`src/sv/bdq_pkg.sv`:
```
// Shared types and constants of the bounded deque.
`timescale 1ns / 1ps
package bdq_pkg;

  localparam int DEPTH_DEFAULT = 1024;
  localparam int DATA_W        = 32;
  localparam int CAP_W         = 11;
  localparam logic [CAP_W-1:0] CAP_RESET = 11'd1024;

  typedef enum logic [1:0] {
    OP_PUSH_LEFT  = 2'd0,
    OP_PUSH_RIGHT = 2'd1,
    OP_POP_LEFT   = 2'd2,
    OP_POP_RIGHT  = 2'd3
  } op_t;

  typedef enum logic [1:0] {
    ST_PUSHED = 2'd0,
    ST_POPPED = 2'd1,
    ST_FULL   = 2'd2,
    ST_EMPTY  = 2'd3
  } status_t;

  // Outcome of one operation as decided by the pointer control.
  typedef struct packed {
    status_t status;
    logic    from_ram;
  } bdq_res_t;

endpackage

```
`src/sv/bdq_ctrl.sv`:
```
// Pointer, count and capacity control of the deque ring buffer.
`timescale 1ns / 1ps
module bdq_ctrl import bdq_pkg::*; #(
  parameter int DEPTH = DEPTH_DEFAULT
) (
  input  logic                     clk,
  input  logic                     rst,
  input  logic                     accept,
  input  op_t                      op,
  input  logic [CAP_W-1:0]         capacity,
  output logic                     mem_we,
  output logic                     mem_re,
  output logic [$clog2(DEPTH)-1:0] mem_addr,
  output bdq_res_t                 res
);

  localparam int PW = $clog2(DEPTH);
  localparam int CW = $clog2(DEPTH + 1);
  localparam int LW = (CW > CAP_W) ? CW : CAP_W;
  localparam logic [PW-1:0] LAST = PW'(DEPTH - 1);
  localparam logic [LW-1:0] DEPTH_L = LW'(DEPTH);

  logic [PW-1:0] front, front_next;
  logic [PW-1:0] back, back_next;
  logic [CW-1:0] count, count_next;

  logic [PW-1:0] front_prev, front_inc, back_prev, back_inc;
  logic [LW-1:0] cap_l, limit;
  logic          is_push, push_ok, pop_ok;

  always_comb begin
    front_prev = (front == '0) ? LAST : front - 1'b1;
    front_inc  = (front == LAST) ? '0 : front + 1'b1;
    back_prev  = (back == '0) ? LAST : back - 1'b1;
    back_inc   = (back == LAST) ? '0 : back + 1'b1;

    cap_l   = LW'(capacity);
    limit   = (cap_l > DEPTH_L) ? DEPTH_L : cap_l;
    is_push = op inside {OP_PUSH_LEFT, OP_PUSH_RIGHT};
    push_ok = is_push && (LW'(count) < limit);
    pop_ok  = !is_push && (count != '0);
  end

  always_comb begin
    front_next = front;
    back_next  = back;
    count_next = count;
    mem_addr   = front;
    case (op)
      OP_PUSH_LEFT: begin
        mem_addr = front_prev;
        if (push_ok) front_next = front_prev;
      end
      OP_PUSH_RIGHT: begin
        mem_addr = back;
        if (push_ok) back_next = back_inc;
      end
      OP_POP_LEFT: begin
        mem_addr = front;
        if (pop_ok) front_next = front_inc;
      end
      OP_POP_RIGHT: begin
        mem_addr = back_prev;
        if (pop_ok) back_next = back_prev;
      end
      default: begin
        mem_addr = front;
      end
    endcase
    if (push_ok) count_next = count + 1'b1;
    else if (pop_ok) count_next = count - 1'b1;
  end

  always_comb begin
    mem_we       = accept && push_ok;
    mem_re       = accept && pop_ok;
    res.from_ram = pop_ok;
    if (is_push) res.status = push_ok ? ST_PUSHED : ST_FULL;
    else res.status = pop_ok ? ST_POPPED : ST_EMPTY;
  end

  always_ff @(posedge clk) begin
    if (rst) begin
      front <= '0;
      back  <= '0;
      count <= '0;
    end else if (accept) begin
      front <= front_next;
      back  <= back_next;
      count <= count_next;
    end
  end

endmodule

```
`config.mk`:
```
export PLATFORM = sky130hd
export DESIGN_NAME = bdq_ctrl
export DESIGN_NICKNAME = d
export VERILOG_FILES = /design/src/sv/bdq_pkg.sv /design/src/sv/bdq_ctrl.sv
export SDC_FILE = /design/constraint.sdc
export NUM_CORES = 1
export LEC_CHECK = 0
export ABC_AREA = 1
export BUFFER_PORTS_ARGS = -buffer_cell sky130_fd_sc_hd__buf_2
export CORE_AREA = 4 4 108 135
export DETAILED_ROUTE_END_ITERATION = 7
export DIE_AREA = 0 0 112 139
export PLACE_DENSITY = 0.47
export REMOVE_ABC_BUFFERS = 1
export SYNTH_ARGS = -nofsm -noshare
export SYNTH_HDL_FRONTEND = slang
export SYNTH_SLANG_ARGS = --single-unit
```
`constraint.sdc`:
```
create_clock -name clk -period 4.43 [get_ports clk]
set_input_delay 0.886 -clock clk [delete_from_list [all_inputs] [get_ports clk]]
set_output_delay 0.886 -clock clk [all_outputs]
set_load 0.1 [all_outputs]
```
==> reports/results.ini <==
[power]
vdd_drop_max_v=0.0003880
switching_share_pct=56.55
total_power_mw=2.682
power.internal_mw=1.166
combinationalPowerShare_pct=69.1
p_clk_share_pct=12.1
power_frac_seq_pct=18.8
powerDensity_nw_per_um2=733.6
switchingPower_mw=1.517
p_leak_nw=1.789

[setup_path]
crit_type=primary input to output port
cpMaxStageDelayCell=ha_1
cp_cell_sequence=buf_2 -> nor4_1 -> nand3_1 -> nand2_1 -> nand2_1 -> ha_1 -> a21oi_1 -> nand2_1 -> a21oi_2 -> nand3_1 -> buf_4 -> nor2_1 -> buf_12
worstPathMaxFanout=12
critPathMaxStageDelay_ps=300
cpMostUsedCell=nand2_1
required_ps=3540
cp-start-kind=primary input
worst_setup_path_end_kind=output port
cp_data_arrival_time_ps=3050

[sta]
relSlewSlack_pct=38.52
whs_ps=538.2
tightest_slew_ps=921.2
tns_ps=0
fin_ws_ps=493.7
finalSetupViolations=0
hold_viol=0
rsz0062_at_grt=no
fmax_mhz=254.0
skew_ps=7.530
min_period_ps=3936
report.final.slew_viol_count=0
period_share_pct=88.86

[global_routing]
grtUsageMet3_pct=2.357
grt.overflow.total=0
grt_pass1_vias=3324
grt_antenna_before_repair=0
grt_max_degree=31
met1_usage_pct=14.32
grtUsageTotal_pct=12.60
grt_pass1_wl_mm=16.13
use_met2_pct=23.25
busiest_layer=met2

[floorplanning]
start_util_pct=24.69
die_w_um=112
rows=47
io_pins=31
core-area_um2=13230
dieArea_um2=15570
die_h_um=139

[clock_network]
htreeDepth=2
clock_path_buffers=2
clk_pin_slew_worst_paths_ps=50
postCtsSetupRepairBufs=0
cts_tree=done
root_buffer=clkbuf_16
cts_resized=0
cts_buffers=5
clock-sinks=31
clock_latency_ps=280
ctsHoldBuffers=0

[logic_synthesis]
synth_area_um2=3267
synth_top_cell_area_share_pct=19.00
synth_top_family_by_area=simple AND/OR/NAND/NOR gates
synthXorXnorAreaFrac_pct=6.702
synthMuxAreaShare_pct=0
synth_commonest_cells=nand2_1, nor2_1, inv_1
ys_warn_count=0
ys_seq_area_share_pct=19.00
yosys_most_used_dff=dfxtp_1
synth_most_common_cell=nand2_1
yosys.area_share.simple_pct=37.30
synth-async-reset-ratio_pct=0
synth_area_leaders=dfxtp_1, nand2_1, nor2_1
synthAdderAreaFrac_pct=9.422
ys_ff_latch=31
synth-compound-area-share_pct=16.70
yosysTopAreaCell=dfxtp_1
synth_edf_count=0
synth_cells=541
postSynthAreaPerCell_um2=6.039
synth_cell_types=37

[placed_design]
gp_congestion=0.8753
dp_slack_ps=381.2
dp_cells=723
hpwl_mm=7.431
port_buffers=30

[routing]
vias_per_cell=4.665
drtIter0Drc=189
routed_wl_mm=9.525
via_count=3401
antenna_left=0
drc_errors=0
wl_per_cell_um=13.07
dr.pass1.iters=4

[layout]
layout-drive-gt1-share_pct=11.11
layoutNonFillerInstCount=729
diodes=0
synthToLayoutAreaGrowth_pct=11.91
nets=599

[job]
max_cap_viol_count=0

[min_path]
min_path_type=flip-flop to flip-flop

[outcome]
status=finished clean

-- cell usage in the layout, fill, tap and decap left out, types with 2 or more instances in the layout --
master,synthesis,final
a21oi_1,22,22
inv_2,3,3
nand2_2,6,6
nor3_2,4,4
nor2_1,84,84
o21ai_1,7,7
xor2_1,19,19
o21ai_0,41,41
a21o_1,4,4
buf_2,8,29
nand4_1,4,4
a21oi_2,2,2
nand3_2,3,3
dfxtp_1,31,31
inv_1,55,55
nor3_1,4,4
ha_1,23,23
nor2_2,4,4
nand3_1,35,35
o2111ai_1,9,9
buf_4,3,2
a31oi_1,2,2
nand2_1,142,142
clkbuf_16,0,5
xnor2_1,6,6
-- stage by stage --
step | util [%] | cell area, um2
global route | 27.63 | 3656
CTS | 27.63 | 3656
floorplan | - | 3133
detailed placement | 26.66 | 3527
global placement | 26.66 | 3527
finish | 27.63 | 3656
-- power groups by stage --
stage | clock, mW | sequential (mW) | combinational [mW]
floorplan | 0 | 0.458 | 1.51
global placement | 0 | 0.514 | 1.85
detailed placement | 0 | 0.513 | 1.86
CTS | 0.336 | 0.509 | 1.87
global route | 0.348 | 0.525 | 2.09
finish | 0.325 | 0.504 | 1.85
-- metal layers --
layer	routed length, um	vias to the layer above
li1	-	1783
met1	4160	1533
met2	4809	68
met3	359	17
met4	195	0
met5	0	-
-- layout make-up --
class | count | area (um2)
multi-input combinational | 430 | 2291
fill | 1526 | 9575
sequential | 31 | 620.6
inverter | 59 | 221.5
tap | 171 | 214.0
timing repair buffer | 32 | 180.2
clock buffer | 6 | 128.9
-- cell families after synthesis --
family,after synthesis
and+or+nand+nor,288
adders and majority gates,24
buffers and inverters,80
xor gates and xnor gates,25
AOI/OAI and AO/OA,93
DFF,31
-- final timing paths --
path | from | endpoint | slack, ps | cells past startpoint
max | capacity[2] | mem_we | 490 | 13
min | count[10]$_SDFFE_PP0P_ | count[10]$_SDFFE_PP0P_ | 540 | 2
min reg2reg | count[10]$_SDFFE_PP0P_ | count[10]$_SDFFE_PP0P_ | 540 | 2
max reg2reg | count[6]$_SDFFE_PP0P_ | count[10]$_SDFFE_PP0P_ | 1600 | 17
-- registers in the layout, summed over array words and instances (netlist names) --
| name | count |
|---|---|
| back | 10 |
| count | 11 |
| front | 10 |
-- worst max-delay path: cells and delay by family --
family,cells,cell delay (ps)
buffers and inverters,3,520
adder cells (fa/ha/maj),1,300
AO/OA/AOI/OAI,2,310
AND/OR/NAND/NOR,7,1020
(Power assumes the default switching activity.)
